`src/hw/rtl/assert_macros.svh`:
```
// ---------------------------------------------------------------------------
// Assertion macros
// Shared wrappers for the concurrent assertions of the sorted list engine.
// ---------------------------------------------------------------------------
`ifndef ASSERT_MACROS_SVH
`define ASSERT_MACROS_SVH

// A property that must hold at every clock edge outside reset.
`define SLE_ASSERT(label, clk_sig, rst_sig, prop, msg) \
    label: assert property (@(posedge clk_sig) disable iff (!rst_sig) (prop)) \
        else $error(msg);

// A consequence that must hold in the cycle after its trigger.
`define SLE_ASSERT_NEXT(label, clk_sig, rst_sig, ante, cons, msg) \
    label: assert property (@(posedge clk_sig) disable iff (!rst_sig) \
        (ante) |=> (cons)) else $error(msg);

`endif

```
`src/hw/rtl/sle_pkg.sv`:
```
// ---------------------------------------------------------------------------
// sle_pkg
// Constants, codes and controller/datapath interface types of the engine.
// ---------------------------------------------------------------------------
package sle_pkg;

    localparam int CAPACITY       = 16;
    localparam int IDX_W          = (CAPACITY > 1) ? $clog2(CAPACITY) : 1;
    localparam int CNT_W          = $clog2(CAPACITY + 1);
    localparam int VALUE_W        = 32;
    localparam int POSITION_W     = 4;
    localparam int ENTRY_COUNT_W  = 5;
    localparam int CMP_W          = (CNT_W > POSITION_W) ? CNT_W : POSITION_W;

    typedef enum logic [1:0] {
        REQ_INSERT = 2'd0,
        REQ_SEARCH = 2'd1,
        REQ_DELETE = 2'd2,
        REQ_READ   = 2'd3
    } req_t;

    typedef enum logic [1:0] {
        ST_OK        = 2'd0,
        ST_FULL      = 2'd1,
        ST_NOT_FOUND = 2'd2,
        ST_BAD_POS   = 2'd3
    } status_t;

    typedef enum logic [3:0] {
        S_IDLE,
        S_DISPATCH,
        S_INS_FETCH,
        S_INS_EVAL,
        S_INS_WRITE,
        S_SCAN_FETCH,
        S_SCAN_EVAL,
        S_DEL_FETCH,
        S_DEL_EVAL,
        S_READ_EVAL,
        S_DONE
    } state_t;

    typedef enum logic [1:0] {
        ADDR_PTR,
        ADDR_PTR_M1,
        ADDR_PTR_P1,
        ADDR_POS
    } addr_sel_t;

    // Commands from the controller to the datapath.
    typedef struct packed {
        logic      load;
        logic      rd_en;
        addr_sel_t addr_sel;
        logic      wr_en;
        logic      wr_value;
        logic      ptr_inc;
        logic      ptr_dec;
        logic      cnt_inc;
        logic      cnt_dec;
        logic      res_en;
        status_t   res_status;
        logic      res_found;
        logic      res_read;
    } sle_cmd_t;

    // Status from the datapath to the controller.
    typedef struct packed {
        req_t req;
        logic full;
        logic at_zero;
        logic at_end;
        logic last;
        logic rd_lt;
        logic rd_eq;
        logic pos_ok;
    } sle_stat_t;

endpackage

```
`src/hw/rtl/sle_ctrl.sv`:
```
// ---------------------------------------------------------------------------
// sle_ctrl
// Controller state machine that sequences the walk over the stored entries.
// ---------------------------------------------------------------------------
module sle_ctrl
    import sle_pkg::*;
(
    input  logic      clk,
    input  logic      rst_n,
    input  logic      start,
    input  sle_stat_t stat,
    output sle_cmd_t  cmd,
    output logic      busy,
    output logic      done
);

    state_t state_reg;
    state_t state_next;

    always_ff @(posedge clk or negedge rst_n)
    begin
        if (!rst_n)
        begin
            state_reg <= S_IDLE;
        end
        else
        begin
            state_reg <= state_next;
        end
    end

    always_comb
    begin
        state_next = state_reg;
        case (state_reg)
            S_IDLE:
            begin
                if (start)
                begin
                    state_next = S_DISPATCH;
                end
            end
            S_DISPATCH:
            begin
                case (stat.req)
                    REQ_INSERT: state_next = stat.full ? S_DONE : S_INS_FETCH;
                    REQ_READ:   state_next = stat.pos_ok ? S_READ_EVAL : S_DONE;
                    default:    state_next = S_SCAN_FETCH;
                endcase
            end
            S_INS_FETCH:  state_next = stat.at_zero ? S_INS_WRITE : S_INS_EVAL;
            S_INS_EVAL:   state_next = stat.rd_lt ? S_INS_WRITE : S_INS_FETCH;
            S_INS_WRITE:  state_next = S_DONE;
            S_SCAN_FETCH: state_next = stat.at_end ? S_DONE : S_SCAN_EVAL;
            S_SCAN_EVAL:
            begin
                if (stat.rd_eq)
                begin
                    state_next = (stat.req == REQ_SEARCH) ? S_DONE : S_DEL_FETCH;
                end
                else
                begin
                    state_next = S_SCAN_FETCH;
                end
            end
            S_DEL_FETCH:  state_next = stat.last ? S_DONE : S_DEL_EVAL;
            S_DEL_EVAL:   state_next = S_DEL_FETCH;
            S_READ_EVAL:  state_next = S_DONE;
            S_DONE:       state_next = S_IDLE;
            default:      state_next = S_IDLE;
        endcase
    end

    always_comb
    begin
        cmd            = '0;
        cmd.addr_sel   = ADDR_PTR;
        cmd.res_status = ST_OK;
        busy           = (state_reg != S_IDLE);
        done           = (state_reg == S_DONE);
        case (state_reg)
            S_IDLE:
            begin
                cmd.load = start;
            end
            S_DISPATCH:
            begin
                case (stat.req)
                    REQ_INSERT:
                    begin
                        if (stat.full)
                        begin
                            cmd.res_en     = 1'b1;
                            cmd.res_status = ST_FULL;
                        end
                    end
                    REQ_READ:
                    begin
                        if (stat.pos_ok)
                        begin
                            cmd.rd_en    = 1'b1;
                            cmd.addr_sel = ADDR_POS;
                        end
                        else
                        begin
                            cmd.res_en     = 1'b1;
                            cmd.res_status = ST_BAD_POS;
                        end
                    end
                    default:
                    begin
                    end
                endcase
            end
            S_INS_FETCH:
            begin
                if (!stat.at_zero)
                begin
                    cmd.rd_en    = 1'b1;
                    cmd.addr_sel = ADDR_PTR_M1;
                end
            end
            S_INS_EVAL:
            begin
                if (!stat.rd_lt)
                begin
                    cmd.wr_en   = 1'b1;
                    cmd.ptr_dec = 1'b1;
                end
            end
            S_INS_WRITE:
            begin
                cmd.wr_en    = 1'b1;
                cmd.wr_value = 1'b1;
                cmd.cnt_inc  = 1'b1;
                cmd.res_en   = 1'b1;
            end
            S_SCAN_FETCH:
            begin
                if (stat.at_end)
                begin
                    cmd.res_en     = 1'b1;
                    cmd.res_status = ST_NOT_FOUND;
                end
                else
                begin
                    cmd.rd_en = 1'b1;
                end
            end
            S_SCAN_EVAL:
            begin
                if (stat.rd_eq)
                begin
                    if (stat.req == REQ_SEARCH)
                    begin
                        cmd.res_en    = 1'b1;
                        cmd.res_found = 1'b1;
                    end
                end
                else
                begin
                    cmd.ptr_inc = 1'b1;
                end
            end
            S_DEL_FETCH:
            begin
                if (stat.last)
                begin
                    cmd.cnt_dec   = 1'b1;
                    cmd.res_en    = 1'b1;
                    cmd.res_found = 1'b1;
                end
                else
                begin
                    cmd.rd_en    = 1'b1;
                    cmd.addr_sel = ADDR_PTR_P1;
                end
            end
            S_DEL_EVAL:
            begin
                cmd.wr_en   = 1'b1;
                cmd.ptr_inc = 1'b1;
            end
            S_READ_EVAL:
            begin
                cmd.res_en   = 1'b1;
                cmd.res_read = 1'b1;
            end
            default:
            begin
            end
        endcase
    end

endmodule

```
`src/hw/rtl/sle_datapath.sv`:
```
// ---------------------------------------------------------------------------
// sle_datapath
// Entry memory, walk pointer, count and result registers.
// ---------------------------------------------------------------------------
`include "assert_macros.svh"

module sle_datapath
    import sle_pkg::*;
(
    input  logic                         clk,
    input  logic                         rst_n,
    input  sle_cmd_t                     cmd,
    input  logic [1:0]                   req_type,
    input  logic signed [VALUE_W-1:0]    value,
    input  logic [POSITION_W-1:0]        position,
    output sle_stat_t                    stat,
    output logic [1:0]                   status,
    output logic                         found,
    output logic signed [VALUE_W-1:0]    read_value,
    output logic [ENTRY_COUNT_W-1:0]     entry_count
);

    logic [VALUE_W-1:0]        mem_array [CAPACITY];

    req_t                      req_reg;
    logic signed [VALUE_W-1:0] value_reg;
    logic [POSITION_W-1:0]     position_reg;
    logic [CNT_W-1:0]          ptr_reg;
    logic [CNT_W-1:0]          ptr_next;
    logic [CNT_W-1:0]          count_reg;
    logic [CNT_W-1:0]          count_next;
    logic signed [VALUE_W-1:0] rd_data_reg;
    status_t                   status_reg;
    logic                      found_reg;
    logic signed [VALUE_W-1:0] read_value_reg;

    logic [CNT_W-1:0]          ptr_m1;
    logic [CNT_W:0]            ptr_p1;
    logic [IDX_W-1:0]          rd_addr;
    logic [VALUE_W-1:0]        wr_data;

    assign ptr_m1  = ptr_reg - CNT_W'(1);
    assign ptr_p1  = {1'b0, ptr_reg} + (CNT_W + 1)'(1);
    assign wr_data = cmd.wr_value ? value_reg : rd_data_reg;

    always_comb
    begin
        case (cmd.addr_sel)
            ADDR_PTR:    rd_addr = ptr_reg[IDX_W-1:0];
            ADDR_PTR_M1: rd_addr = ptr_m1[IDX_W-1:0];
            ADDR_PTR_P1: rd_addr = ptr_p1[IDX_W-1:0];
            ADDR_POS:    rd_addr = IDX_W'(position_reg);
            default:     rd_addr = ptr_reg[IDX_W-1:0];
        endcase
    end

    always_comb
    begin
        ptr_next = ptr_reg;
        if (cmd.load)
        begin
            ptr_next = (req_t'(req_type) == REQ_INSERT) ? count_reg : '0;
        end
        else if (cmd.ptr_inc)
        begin
            ptr_next = ptr_p1[CNT_W-1:0];
        end
        else if (cmd.ptr_dec)
        begin
            ptr_next = ptr_m1;
        end
    end

    always_comb
    begin
        count_next = count_reg;
        if (cmd.cnt_inc)
        begin
            count_next = count_reg + CNT_W'(1);
        end
        else if (cmd.cnt_dec)
        begin
            count_next = count_reg - CNT_W'(1);
        end
    end

    always_ff @(posedge clk or negedge rst_n)
    begin
        if (!rst_n)
        begin
            ptr_reg   <= '0;
            count_reg <= '0;
        end
        else
        begin
            ptr_reg   <= ptr_next;
            count_reg <= count_next;
        end
    end

    // Entry memory: one write port and one registered read port.
    always_ff @(posedge clk)
    begin
        if (cmd.wr_en)
        begin
            mem_array[ptr_reg[IDX_W-1:0]] <= wr_data;
        end
        if (cmd.rd_en)
        begin
            rd_data_reg <= mem_array[rd_addr];
        end
    end

    always_ff @(posedge clk)
    begin
        if (cmd.load)
        begin
            req_reg      <= req_t'(req_type);
            value_reg    <= value;
            position_reg <= position;
        end
        if (cmd.res_en)
        begin
            status_reg     <= cmd.res_status;
            found_reg      <= cmd.res_found;
            read_value_reg <= cmd.res_read ? rd_data_reg : '0;
        end
    end

    assign stat.req     = req_reg;
    assign stat.full    = (count_reg >= CNT_W'(CAPACITY));
    assign stat.at_zero = (ptr_reg == '0);
    assign stat.at_end  = (ptr_reg == count_reg);
    assign stat.last    = (ptr_p1 == {1'b0, count_reg});
    assign stat.rd_lt   = (rd_data_reg < value_reg);
    assign stat.rd_eq   = (rd_data_reg == value_reg);
    assign stat.pos_ok  = (CMP_W'(position_reg) < CMP_W'(count_reg));

    assign status      = status_reg;
    assign found       = found_reg;
    assign read_value  = read_value_reg;
    assign entry_count = ENTRY_COUNT_W'(count_reg);

    `SLE_ASSERT(a_count_bound, clk, rst_n, count_reg <= CNT_W'(CAPACITY), "count above capacity")
    `SLE_ASSERT(a_ptr_bound, clk, rst_n, ptr_reg <= count_reg, "walk pointer beyond count")
    `SLE_ASSERT_NEXT(a_count_step, clk, rst_n, cmd.cnt_inc, count_reg == $past(count_reg) + CNT_W'(1), "insert did not grow count by one")

endmodule

```
`src/hw/rtl/sorted_list_engine.sv`:
```
// ---------------------------------------------------------------------------
// sorted_list_engine
// Sorted list of signed 32-bit values with insert, search, delete and read.
// ---------------------------------------------------------------------------
// One transaction is handled at a time: start is seen only in idle, so a new
// request waits until the engine is back in idle. The receiver cannot stall;
// rst_n low empties the list.
module sorted_list_engine
    import sle_pkg::*;
(
    input  logic                         clk,
    input  logic                         rst_n,
    input  logic                         start,
    output logic                         busy,
    input  logic [1:0]                   req_type,
    input  logic signed [VALUE_W-1:0]    value,
    input  logic [POSITION_W-1:0]        position,
    output logic                         done,
    output logic [1:0]                   status,
    output logic                         found,
    output logic signed [VALUE_W-1:0]    read_value,
    output logic [ENTRY_COUNT_W-1:0]     entry_count
);

    // The controller steers every memory access and pointer move; the
    // datapath reports comparisons and bounds back as a status bundle.
    sle_cmd_t  cmd;
    sle_stat_t stat;

    // Sequencer. A transaction is captured when start is seen in idle,
    // dispatched on its request code, walked over the entries when the request
    // needs it and then presented for one cycle with done high.
    sle_ctrl u_ctrl
    (
        .clk   (clk),
        .rst_n (rst_n),
        .start (start),
        .stat  (stat),
        .cmd   (cmd),
        .busy  (busy),
        .done  (done)
    );

    // Storage and arithmetic. Inserts shift entries that are not smaller than
    // the new value up one slot while walking down from the count; deletes find
    // the first equal entry and then pull the later entries down one slot.
    sle_datapath u_datapath
    (
        .clk         (clk),
        .rst_n       (rst_n),
        .cmd         (cmd),
        .req_type    (req_type),
        .value       (value),
        .position    (position),
        .stat        (stat),
        .status      (status),
        .found       (found),
        .read_value  (read_value),
        .entry_count (entry_count)
    );

endmodule
```
`config.mk`:
```
export PLATFORM = sky130hd
export DESIGN_NAME = sorted_list_engine
export DESIGN_NICKNAME = d
export VERILOG_FILES = /design/src/hw/rtl/sle_pkg.sv /design/src/hw/rtl/sle_ctrl.sv /design/src/hw/rtl/sle_datapath.sv /design/src/hw/rtl/sorted_list_engine.sv
export VERILOG_INCLUDE_DIRS = /design/src /design/src/hw/rtl
export SDC_FILE = /design/constraint.sdc
export NUM_CORES = 1
export LEC_CHECK = 0
export BUFFER_PORTS_ARGS = -buffer_cell sky130_fd_sc_hd__clkbuf_2
export CORE_AREA = 2 2 260 262
export CTS_BUF_LIST = sky130_fd_sc_hd__clkbuf_16
export DETAILED_ROUTE_END_ITERATION = 8
export DIE_AREA = 0 0 262 264
export HOLD_SLACK_MARGIN = 0.05
export PLACE_DENSITY_LB_ADDON = 0.1
export SKIP_LAST_GASP = 1
export SYNTH_ARGS = -nofsm -noshare
export SYNTH_HDL_FRONTEND = slang
export SYNTH_SLANG_ARGS = --single-unit
export TNS_END_PERCENT = 100
```
`constraint.sdc`:
```
create_clock -name clk -period 4.5 [get_ports clk]
set_clock_uncertainty 0.2 [all_clocks]
set_input_delay 0.225 -clock clk [delete_from_list [all_inputs] [get_ports clk]]
set_output_delay 0.225 -clock clk [all_outputs]
set_load 0.01 [all_outputs]
```
==> results of run 1 <==
critical path: cells and delay by family (launching register included):
kind | cells | cell delay (ns)
adder cells (fa/ha/maj) | 1 | 0.33
AO/OA/AOI/OAI | 6 | 1.71
flip-flops | 1 | 0.48
buffers and inverters | 1 | 0.42
AND/OR/NAND/NOR | 3 | 0.83
report_power, final:
group          switching (W)  leakage [nW]  internal (W)
logic                0.00684          4.29       0.00346
registers           0.000447          5.78       0.00831
clock network        0.00232          1.12       0.00319
cells in the mapped netlist (10+ instances only):
master | number | area, um^2
nor3_1 | 11 | 55.05
a211oi_1 | 37 | 277.8
nor2_1 | 34 | 127.6
dfrtp_1 | 14 | 350.3
mux2_2 | 32 | 360.4
ha_1 | 46 | 575.6
edfxtp_1 | 617 | 18530
clkbuf_1 | 56 | 210.2
a31oi_1 | 35 | 219.0
and3_1 | 39 | 244.0
a311o_1 | 35 | 350.3
o21ai_0 | 16 | 80.08
and2_1 | 35 | 219.0
nand2_1 | 502 | 1884
nand4_1 | 10 | 62.56
inv_1 | 45 | 168.9
a32o_1 | 32 | 320.3
nand3_1 | 173 | 865.8
buf_2 | 51 | 255.2
a21o_1 | 14 | 105.1
a21oi_1 | 50 | 250.2
metrics by stage:
stage | hold WS (ns) | setup slack, ns | util, % | instances
finish | 0.09291 | 0.2312 | 47.05 | 3080
CTS | 0.05919 | 0.1383 | 47.04 | 3080
floorplan | -0.2706 | 0.4433 | - | 1984
global route | 0.1242 | 0.06170 | 47.05 | 3080
global placement | -0.01607 | 0.3322 | 43.13 | 2914
detailed placement | -0.01345 | 0.1685 | 43.13 | 2914
area by class of cell:
| cell class | count | area (um^2) |
|---|---|---|
| Inverter | 45 | 168.9 |
| Sequential cell | 631 | 18880 |
| Multi-Input combinational cell | 1192 | 6969 |
| Clock inverter | 54 | 399.1 |
| Tap cell | 873 | 1092 |
| Timing Repair Buffer | 213 | 2007 |
| Clock buffer | 72 | 1802 |
| Fill cell | 5940 | 35250 |
cells by family after synthesis:
kind of cell	Yosys count	share of synthesized area, %
compound gates	254	7.331
xor+xnor	14	0.4932
fa+ha+maj	47	2.257
mux	36	1.517
simple gates	841	14.11
buf+inv	161	2.745
flops	631	71.54
how the worst min path moves through the flow:
stage | cells after the start | slack [ns] | to
2_1_floorplan | 0 | -0.27 | u_ctrl.state_reg[0]$_DFFE_PN0P_
3_3_place_gp | 1 | -0.02 | u_datapath.entry_count[1]$_DFFE_PN0P_
3_5_place_dp | 1 | -0.01 | u_datapath.entry_count[1]$_DFFE_PN0P_
4_1_cts | 3 | 0.06 | u_datapath.ptr_reg[1]$_DFFE_PN0P_
5_1_grt | 2 | 0.12 | u_datapath.value_reg[11]$_DFFE_PP_
6_report | 3 | 0.09 | u_ctrl.state_reg[0]$_DFFE_PN0P_
per-layer routing:
| layer | GRT usage (%) | vias to the layer above |
|---|---|---|
| met4 | 5.573 | 0 |
| li1 | - | 7707 |
| met5 | 0 | - |
| met2 | 33.88 | 431 |
| met1 | 29.83 | 8432 |
| met3 | 3.022 | 77 |
repair_timing:
| action | in CTS | in global routing |
|---|---|---|
| endpoints found under the hold margin | 57 | 0 |
| setup endpoints to repair | 0 | 8 |
| hold buffers | 40 | 0 |
| resized for setup | 0 | 1 |
==> qor.csv, run 1 <==
stage;metric;value;unit
sta;period_share;94.86;%
worst_setup_path;worst_setup_path_start_kind;register;
worst_setup_path;ff2ff_path_depth;11;
grt;grtUsageTotal;21.02;%
clocking;cts_sinks;631;
clocking;post_cts_buffers;0;
clocking;cts_max_path_buffers;3;
hold_path;hold_class;in -> reg;
floorplan;die_w;262;um
clocking;htree_num_levels;3;
synth;synth_area_per_cell;13.30;um^2
floorplan;ioPinCount;83;
synth;synth_nets;2072;
finish;antennaDiodeCount;0;
sta;period_needed;4.269;ns
floorplan;die_area;0.06917;mm^2
worst_setup_path;crit_path_start;u_datapath.ptr_reg[1]$_DFFE_PN0P_;
place;place_congestion;0.7910;
routing;vias;16650;
finish;fin_nets;2241;
sta;finalSetupViolations;0;
outcome;status;finished, final reports clean;
sta;max-slew-margin-rel;29.83;%
grt;grt_pass1_wl;107400;um
power;irDropWorstVdd;441.8;uV
sta;setup_tns;0;ns
run;maxCapViolations;0;
routing;first_pass_iters;5;
floorplan;core_area;0.06656;mm^2
worst_setup_path;worstReg2RegEnd;u_datapath.rd_data_reg[30]$_DFFE_PP_;
routing;met2WireLength;34320;um
finish;layout_commonest_cell;edfxtp_1;
synth;postSynthCellCount;1984;
routing;first_iter_violations;1701;
routing;wl_met1;32660;um
finish;final_cell_area;0.03132;mm^2
hold_path;min_from;start;
synth;ys.flop_type;edfxtp_1;
sta;maxSlewViolCount;0;
sta;tightest_slew;1.050;ns
grt;antenna_found_initial;1;
worst_setup_path;slowest_delay;0.48;ns
place;dp_hpwl;41290;um
routing;routed.top_layer;met4;
clocking;cts-buffers-inserted;70;
synth;ys_seq_area_share;71.54;%
routing;vias_per_cell;5.405;
worst_setup_path;path_class;reg -> reg;
worst_setup_path;critPathSlowestCell;dfrtp_1;
sta;hold_viol;0;
grt;grt_max_degree;101;
place;dpl-instance-area;0.02871;mm^2
routing;wl;71730;um
synth;syn_area;0.02639;mm^2
routing;wire_per_inst;23.29;um
floorplan;num_rows;95;
clocking;tritoncts;done;
worst_setup_path;end_kind;register;
worst_setup_path;reg2reg_slack;0.23;ns
worst_setup_path;endpoint;u_datapath.rd_data_reg[30]$_DFFE_PP_;
worst_setup_path;rr_startpoint;u_datapath.ptr_reg[1]$_DFFE_PN0P_;
routing;met3_length;3426;um
finish;largest_register_ffs;512;
worst_setup_path;path_cells;ha_1 > or3b_1 > o211ai_1 > a311o_1 > a211o_1 > a32oi_1 > or3_4 > or2_2 > buf_4 > a221oi_1 > a311o_1;
sta;rsz0062_at_grt;no;
power;cellPowerDensity;784.5;mW/mm^2
finish;layout-drive-gt1-share;15.59;%
place;portBuffers;82;
finish;area_delta_synth_final;18.68;%
grt;grt_pass1_vias;16410;
clocking;clk_latency;0.60;ns
clocking;cts.clk_slew.worst_paths;0.06;ns
worst_setup_path;path_common_cell;a311o_1;
routing;drc;0;
power;finalPower;0.02457;W
floorplan;fp.dieH;264;um
sta;fmax;234.3;MHz
worst_setup_path;crit_fanout;17;
synth;ys_ff_latch;631;
floorplan;initial_utilization;39.64;%
worst_setup_path;crit_arrival;4.41;ns
grt;gr-total-overflow;0;
finish;most-common-layout-cells;617 x edfxtp_1, 502 x nand2_1, 172 x nand3_1;
power;power_leakage;11.19;nW
routing;ant_nets;0;
worst_setup_path;crit_required;4.64;ns
synth;asyncSetResetFlopFracSynth;2.219;%
synth;synth_edf_count;617;
synth;ys_types;70;
clocking;cts_root_buf;clkbuf_16;
synth;yosys_warnings;0;
Power figures use the tool's default switching activity.
==> run 2, diff against run 1 <==
--- a/config.mk
+++ b/config.mk
@@ -11,8 +11,9 @@
 export CTS_BUF_LIST = sky130_fd_sc_hd__clkbuf_16
 export DETAILED_ROUTE_END_ITERATION = 8
 export DIE_AREA = 0 0 262 264
+export GPL_ROUTABILITY_DRIVEN = 0
 export HOLD_SLACK_MARGIN = 0.05
-export PLACE_DENSITY_LB_ADDON = 0.1
+export PLACE_DENSITY = 0.63
 export SKIP_LAST_GASP = 1
 export SYNTH_ARGS = -nofsm -noshare
 export SYNTH_HDL_FRONTEND = slang
==> run 2 against run 1 <==
Sequential cell count unchanged. Critical path depth unchanged. Cell area up 0.33%. Worst hold slack better by 0.042 ns. Fmax down 0.61%. Total power up 0.32%. Global-route usage down 1.1 points. First-iteration DRC count down 0.76%. Routed wire length down 4.4%. Sequential power about the same. Largest cell class unchanged.
==> qor.csv, run 2 (synthesis gave the netlist of run 1 again) <==
stage;metric;value;unit
outcome;status;finished, final reports clean;
worst_setup_path;reg2reg_slack;0.20;ns
place;dp.cells;2920;
sta;worst_slack;0.2049;ns
worst_setup_path;end_kind;register;
hold_path;hold_class;in -> reg;
finish;fin_nets;2252;
floorplan;fp.dieH;264;um
worst_setup_path;crit_required;4.65;ns
worst_setup_path;slowest_delay;0.58;ns
hold_path;min_from;value[8];
floorplan;num_rows;95;
finish;area_delta_synth_final;19.07;%
worst_setup_path;path_buf_inv;1;
worst_setup_path;critical_path.top_delay_family;compound AO/OA/AOI/OAI gates;
grt;grtUsageTotal;19.88;%
grt;grt_max_degree;83;
place;dp_hpwl;40870;um
place;portBuffers;82;
sta;fmax;232.8;MHz
power;irDropWorstVdd;475.6;uV
sta;period_needed;4.295;ns
finish;most-common-layout-cells;617 x edfxtp_1, 502 x nand2_1, 172 x nand3_1;
worst_setup_path;worst_setup_path_start_kind;register;
clocking;tritoncts;done;
sta;tightest_slew;1.269;ns
routing;first_iter_violations;1688;
floorplan;core_area;0.06656;mm^2
finish;largest_register_ffs;512;
finish;final_cells;3085;
finish;layout-drive-gt1-share;15.87;%
worst_setup_path;ff2ff_path_depth;11;
run;maxCapViolations;0;
clocking;cts_max_path_buffers;3;
sta;max-slew-margin-rel;15.30;%
routing;vias;16950;
routing;first_pass_iters;5;
sta;period_share;95.45;%
worst_setup_path;rr_startpoint;u_datapath.ptr_reg[0]$_DFFE_PN0P_;
hold_path;min_to;u_datapath.value_reg[8]$_DFFE_PP_;
clocking;cts.clk_slew.worst_paths;0.06;ns
worst_setup_path;crit_fanout;32;
sta;hold_viol;0;
floorplan;die_area;0.06917;mm^2
grt;gr-total-overflow;0;
worst_setup_path;path_cells;inv_1 > ha_1 > xor2_1 > a311o_1 > o21bai_2 > a211oi_1 > a211oi_1 > nor2_1 > and2_4 > a32o_1 > a311o_1;
finish;antennaDiodeCount;0;
grt;grt_pass1_vias;16560;
routing;drc;0;
worst_setup_path;crit_arrival;4.44;ns
power;cellPowerDensity;784.5;mW/mm^2
place;dpl_worst_slack;0.1382;ns
routing;vias_per_cell;5.494;
sta;maxSlewViolCount;0;
power;power_leakage;11.27;nW
finish;layout_commonest_cell;edfxtp_1;
clocking;htree_num_levels;3;
sta;finalSetupViolations;0;
clocking;cts-buffers-inserted;67;
grt;grt_pass1_wl;103100;um
floorplan;die_w;262;um
routing;ant_nets;0;
floorplan;initial_utilization;39.64;%
routing;wl;68560;um
clocking;clk_latency;0.61;ns
hold_path;hold_path_depth;2;
sta;rsz0062_at_grt;yes;
clocking;cts_sinks;631;
clocking;cts_root_buf;clkbuf_16;
worst_setup_path;path_class;reg -> reg;
routing;wire_per_inst;22.22;um
worst_setup_path;critPathSlowestCell;dfrtp_1;
worst_setup_path;worstReg2RegEnd;u_datapath.rd_data_reg[17]$_DFFE_PP_;
grt;antenna_found_initial;0;
floorplan;ioPinCount;83;
-- run 2: changes by cell type in the layout (fill, tap and decap cells not counted), sizes merged --
cell	delta
dlygate4sd3	+1
clkinv	-15
clkbuf	-3
clkinvlp	-2
inv	+8
bufinv	+3
buf	+13
-- run 2: layer usage --
metal,global-route usage (%),wire (um)
met1,27.21,28880
met2,31.94,32960
met3,3.924,4839
met4,6.215,1879
met5,0,0
-- run 2: worst reg2reg max path: stages, from the launching register on --
cell and delay (ns):
dfrtp_1 0.58, inv_1 0.23, ha_1 0.41, xor2_1 0.17, a311o_1 0.34, o21bai_2 0.23
a211oi_1 0.10, a211oi_1 0.56, nor2_1 0.14, and2_4 0.40, a32o_1 0.36, a311o_1 0.32
-- run 2: per-stage QoR --
| stage | setup TNS, ns | total power [W] | cell area (um^2) | utilization [%] | hold WS (ns) |
|---|---|---|---|---|---|
| after CTS | 0 | 0.02460 | 31350 | 47.10 | 0.1097 |
| final | 0 | 0.02465 | 31420 | 47.20 | 0.1351 |
| after floorplan | 0 | 0.01536 | 26390 | - | -0.2706 |
| after global routing | -0.01672 | 0.02599 | 31420 | 47.20 | 0.1312 |
| after global placement | 0 | 0.01882 | 28760 | 43.21 | -0.02397 |
| after detailed placement | 0 | 0.01905 | 28760 | 43.21 | -0.02003 |
-- run 2: layout make-up --
| type | instances | area, um^2 |
|---|---|---|
| multi-input combinational | 1192 | 6959 |
| timing repair buffer | 227 | 2140 |
| sequential | 631 | 18880 |
| inverter | 45 | 168.9 |
| fill | 5756 | 35150 |
| tap | 873 | 1092 |
| clock inverter | 48 | 454.2 |
| clock buffer | 69 | 1727 |
-- run 2: where the power goes --
part	internal (W)	total, W	switching (W)
registers	0.00831	0.00873	0.000426
clock network	0.00325	0.00548	0.00223
logic	0.00369	0.0104	0.00674
-- run 2: what timing repair did --
action,CTS,global route
endpoints found under the setup margin,0,24
hold buffers,41,0
endpoints found under the hold margin,58,0
resized for setup,0,0
buffers inserted,0,7
-- run 2: worst max-delay path by stage --
| stage | from | endpoint | slack [ns] | cells past startpoint |
|---|---|---|---|---|
| after floorplan | u_datapath.rd_data_reg[21]$_DFFE_PP_ | u_datapath.mem_array[11][0]$_DFFE_PP_ | 0.44 | 10 |
| after global placement | u_datapath.ptr_reg[0]$_DFFE_PN0P_ | u_datapath.rd_data_reg[0]$_DFFE_PP_ | 0.22 | 13 |
| after detailed placement | u_datapath.ptr_reg[0]$_DFFE_PN0P_ | u_datapath.rd_data_reg[1]$_DFFE_PP_ | 0.14 | 13 |
| after CTS | u_datapath.ptr_reg[0]$_DFFE_PN0P_ | u_datapath.rd_data_reg[0]$_DFFE_PP_ | 0.07 | 13 |
| after global routing | u_datapath.ptr_reg[0]$_DFFE_PN0P_ | u_datapath.rd_data_reg[0]$_DFFE_PP_ | -0.02 | 13 |
| final | u_datapath.ptr_reg[0]$_DFFE_PN0P_ | u_datapath.rd_data_reg[17]$_DFFE_PP_ | 0.20 | 11 |
==> run 3, diff against run 2 <==
--- a/config.mk
+++ b/config.mk
@@ -7,10 +7,11 @@
 export NUM_CORES = 1
 export LEC_CHECK = 0
 export BUFFER_PORTS_ARGS = -buffer_cell sky130_fd_sc_hd__clkbuf_2
-export CORE_AREA = 2 2 260 262
+export CAP_MARGIN = 30
+export CORE_AREA = 2 2 198 345
 export CTS_BUF_LIST = sky130_fd_sc_hd__clkbuf_16
 export DETAILED_ROUTE_END_ITERATION = 8
-export DIE_AREA = 0 0 262 264
+export DIE_AREA = 0 0 200 347
 export GPL_ROUTABILITY_DRIVEN = 0
 export HOLD_SLACK_MARGIN = 0.05
 export PLACE_DENSITY = 0.63
==> run 3 against run 2 <==
Non-clock buffer count shrank 35. Sequential share of layout area grew 1.6 points. Combinational power shrank 4%. Total power shrank 5.2%. Critical path type unchanged. Critical endpoint is now u_datapath.rd_data_reg[31]$_DFFE_PP_. Largest power group unchanged.
==> qor.csv, run 3 (synthesis gave the netlist of run 1 again) <==
stage;metric;value;unit
outcome;status;finished, final reports clean;
clocking;ctsHoldBuffers;41;
grt;grt_pass1_wl;100800;um
clocking;clk_latency;0.62;ns
place;portBuffers;82;
clocking;cts_sinks;631;
worst_setup_path;crit_required;4.65;ns
finish;area_delta_synth_final;16.00;%
sta;tightest_slew;0.8864;ns
sta;fmax;239.0;MHz
finish;fin_util;46.05;%
worst_setup_path;ff2ff_path_depth;12;
worst_setup_path;end_kind;register;
routing;wire_per_inst;22.38;um
worst_setup_path;crit_fanout;23;
routing;vias_per_cell;5.515;
worst_setup_path;critPathSlowestCell;a311o_2;
sta;period_share;92.98;%
grt;grt_pass1_vias;16660;
routing;first_pass_iters;5;
clocking;htree_num_levels;2;
floorplan;die_area;0.06940;mm^2
finish;fin_nets;2204;
floorplan;fp.dieH;347;um
hold_path;hold_class;in -> reg;
clocking;tritoncts;done;
routing;ant_nets;0;
sta;setup_tns;0;ns
worst_setup_path;path_class;reg -> reg;
clocking;post_cts_buffers;0;
clocking;cts-buffers-inserted;54;
clocking;cts_resized;0;
sta;hold_viol;0;
finish;most-common-layout-cells;617 x edfxtp_1, 502 x nand2_1, 172 x nand3_1;
place;dp_hpwl;38260;um
finish;largest_register_ffs;512;
sta;finalSetupViolations;0;
grt;antenna_found_initial;0;
floorplan;num_rows;125;
floorplan;die_w;200;um
hold_path;hold_path_depth;2;
run;maxCapViolations;0;
clocking;cts_max_path_buffers;3;
floorplan;ioPinCount;83;
floorplan;core_area;0.06647;mm^2
sta;max-slew-margin-rel;40.85;%
routing;wl;68190;um
finish;layout-drive-gt1-share;13.95;%
finish;layout_commonest_cell;edfxtp_1;
finish;antennaDiodeCount;0;
clocking;cts.clk_slew.worst_paths;0.07;ns
power;power_leakage;10.82;nW
clocking;cts_root_buf;clkbuf_16;
grt;gr-total-overflow;0;
routing;first_iter_violations;1366;
power;irDropWorstVdd;631.1;uV
worst_setup_path;path_cells;inv_1 > ha_1 > xor2_1 > a311o_1 > o21bai_2 > a31oi_1 > a311o_2 > buf_4 > nand2_1 > nand3_1 > a32o_1 > a311o_1;
routing;vias;16810;
sta;period_needed;4.184;ns
worst_setup_path;crit_arrival;4.33;ns
sta;rsz0062_at_grt;no;
worst_setup_path;worst_setup_path_start_kind;register;
grt;grtUsageTotal;19.53;%
worst_setup_path;slowest_delay;0.64;ns
worst_setup_path;path_common_cell;a311o_1;
floorplan;initial_utilization;39.70;%
power;cellPowerDensity;763.2;mW/mm^2
grt;grt_max_degree;97;
routing;drc;0;
sta;maxSlewViolCount;0;
-- run 3: cell count changes in the layout (fill, tap and decap cells not counted), sizes merged --
| cell | before | now |
|---|---|---|
| buf | 104 | 69 |
| bufinv | 8 | 6 |
| clkbuf | 151 | 136 |
| clkinv | 20 | 24 |
| clkinvlp | 1 | 3 |
| inv | 64 | 56 |
-- run 3: power breakdown --
| group | switching, W | internal, W | total [W] |
|---|---|---|---|
| Clock | 0.00210 | 0.00254 | 0.00464 |
| Combinational | 0.00659 | 0.00340 | 0.00999 |
| Sequential | 0.000423 | 0.00831 | 0.00873 |
-- run 3: routing by layer --
metal,vias up,share of wire [%],global-route usage [%]
met4,0,4.2,8.904
met5,-,0,0
met1,8381,38,23.83
met3,161,5.6,1.952
li1,7597,-,-
met2,666,52,34.55
-- run 3: worst paths after layout --
| kind | startpoint | end | slack, ns |
|---|---|---|---|
| max | u_datapath.ptr_reg[1]$_DFFE_PN0P_ | u_datapath.rd_data_reg[31]$_DFFE_PP_ | 0.32 |
| min | value[13] | u_datapath.value_reg[13]$_DFFE_PP_ | 0.12 |
| max reg2reg | u_datapath.ptr_reg[1]$_DFFE_PN0P_ | u_datapath.rd_data_reg[31]$_DFFE_PP_ | 0.32 |
| min reg2reg | u_datapath.rd_data_reg[2]$_DFFE_PP_ | u_datapath.read_value[2]$_SDFFCE_PP0P_ | 0.39 |
| max in group asynchronous | rst_n | u_datapath.ptr_reg[0]$_DFFE_PN0P_ | 3.06 |
| min in group asynchronous | rst_n | u_datapath.entry_count[2]$_DFFE_PN0P_ | 0.57 |
-- run 3: worst max-delay path: cells and delay by family (launching register included) --
kind,cells,cell delay (ns)
AOI/OAI and AO/OA,6,1.97
xor gates and xnor gates,1,0.17
adders and majority gates,1,0.38
buffers and inverters,2,0.52
DFF,1,0.48
and+or+nand+nor,2,0.19
-- run 3: final cells by class --
| class | count | area, um^2 |
|---|---|---|
| clock inverters | 44 | 401.6 |
| fillers | 5805 | 35860 |
| repair buffers | 192 | 1737 |
| well taps | 889 | 1112 |
| multi-input cells | 1192 | 6959 |
| flip-flops and latches | 631 | 18880 |
| inverters | 45 | 168.9 |
| clock buffers | 54 | 1351 |
-- run 3: stage by stage --
stage / hold slack, ns / cell area (um^2) / instances / total power, W / setup WS [ns]
floorplan: -0.2706 / 26390 / 1984 / 0.01536 / 0.4433
global placement: -0.02763 / 28440 / 2907 / 0.01854 / 0.4522
detailed placement: -0.02721 / 28440 / 2908 / 0.01878 / 0.3608
CTS: 0.1020 / 30610 / 3047 / 0.02344 / 0.3693
global route: 0.1091 / 30610 / 3047 / 0.02463 / 0.1325
finish: 0.1202 / 30610 / 3047 / 0.02336 / 0.3160
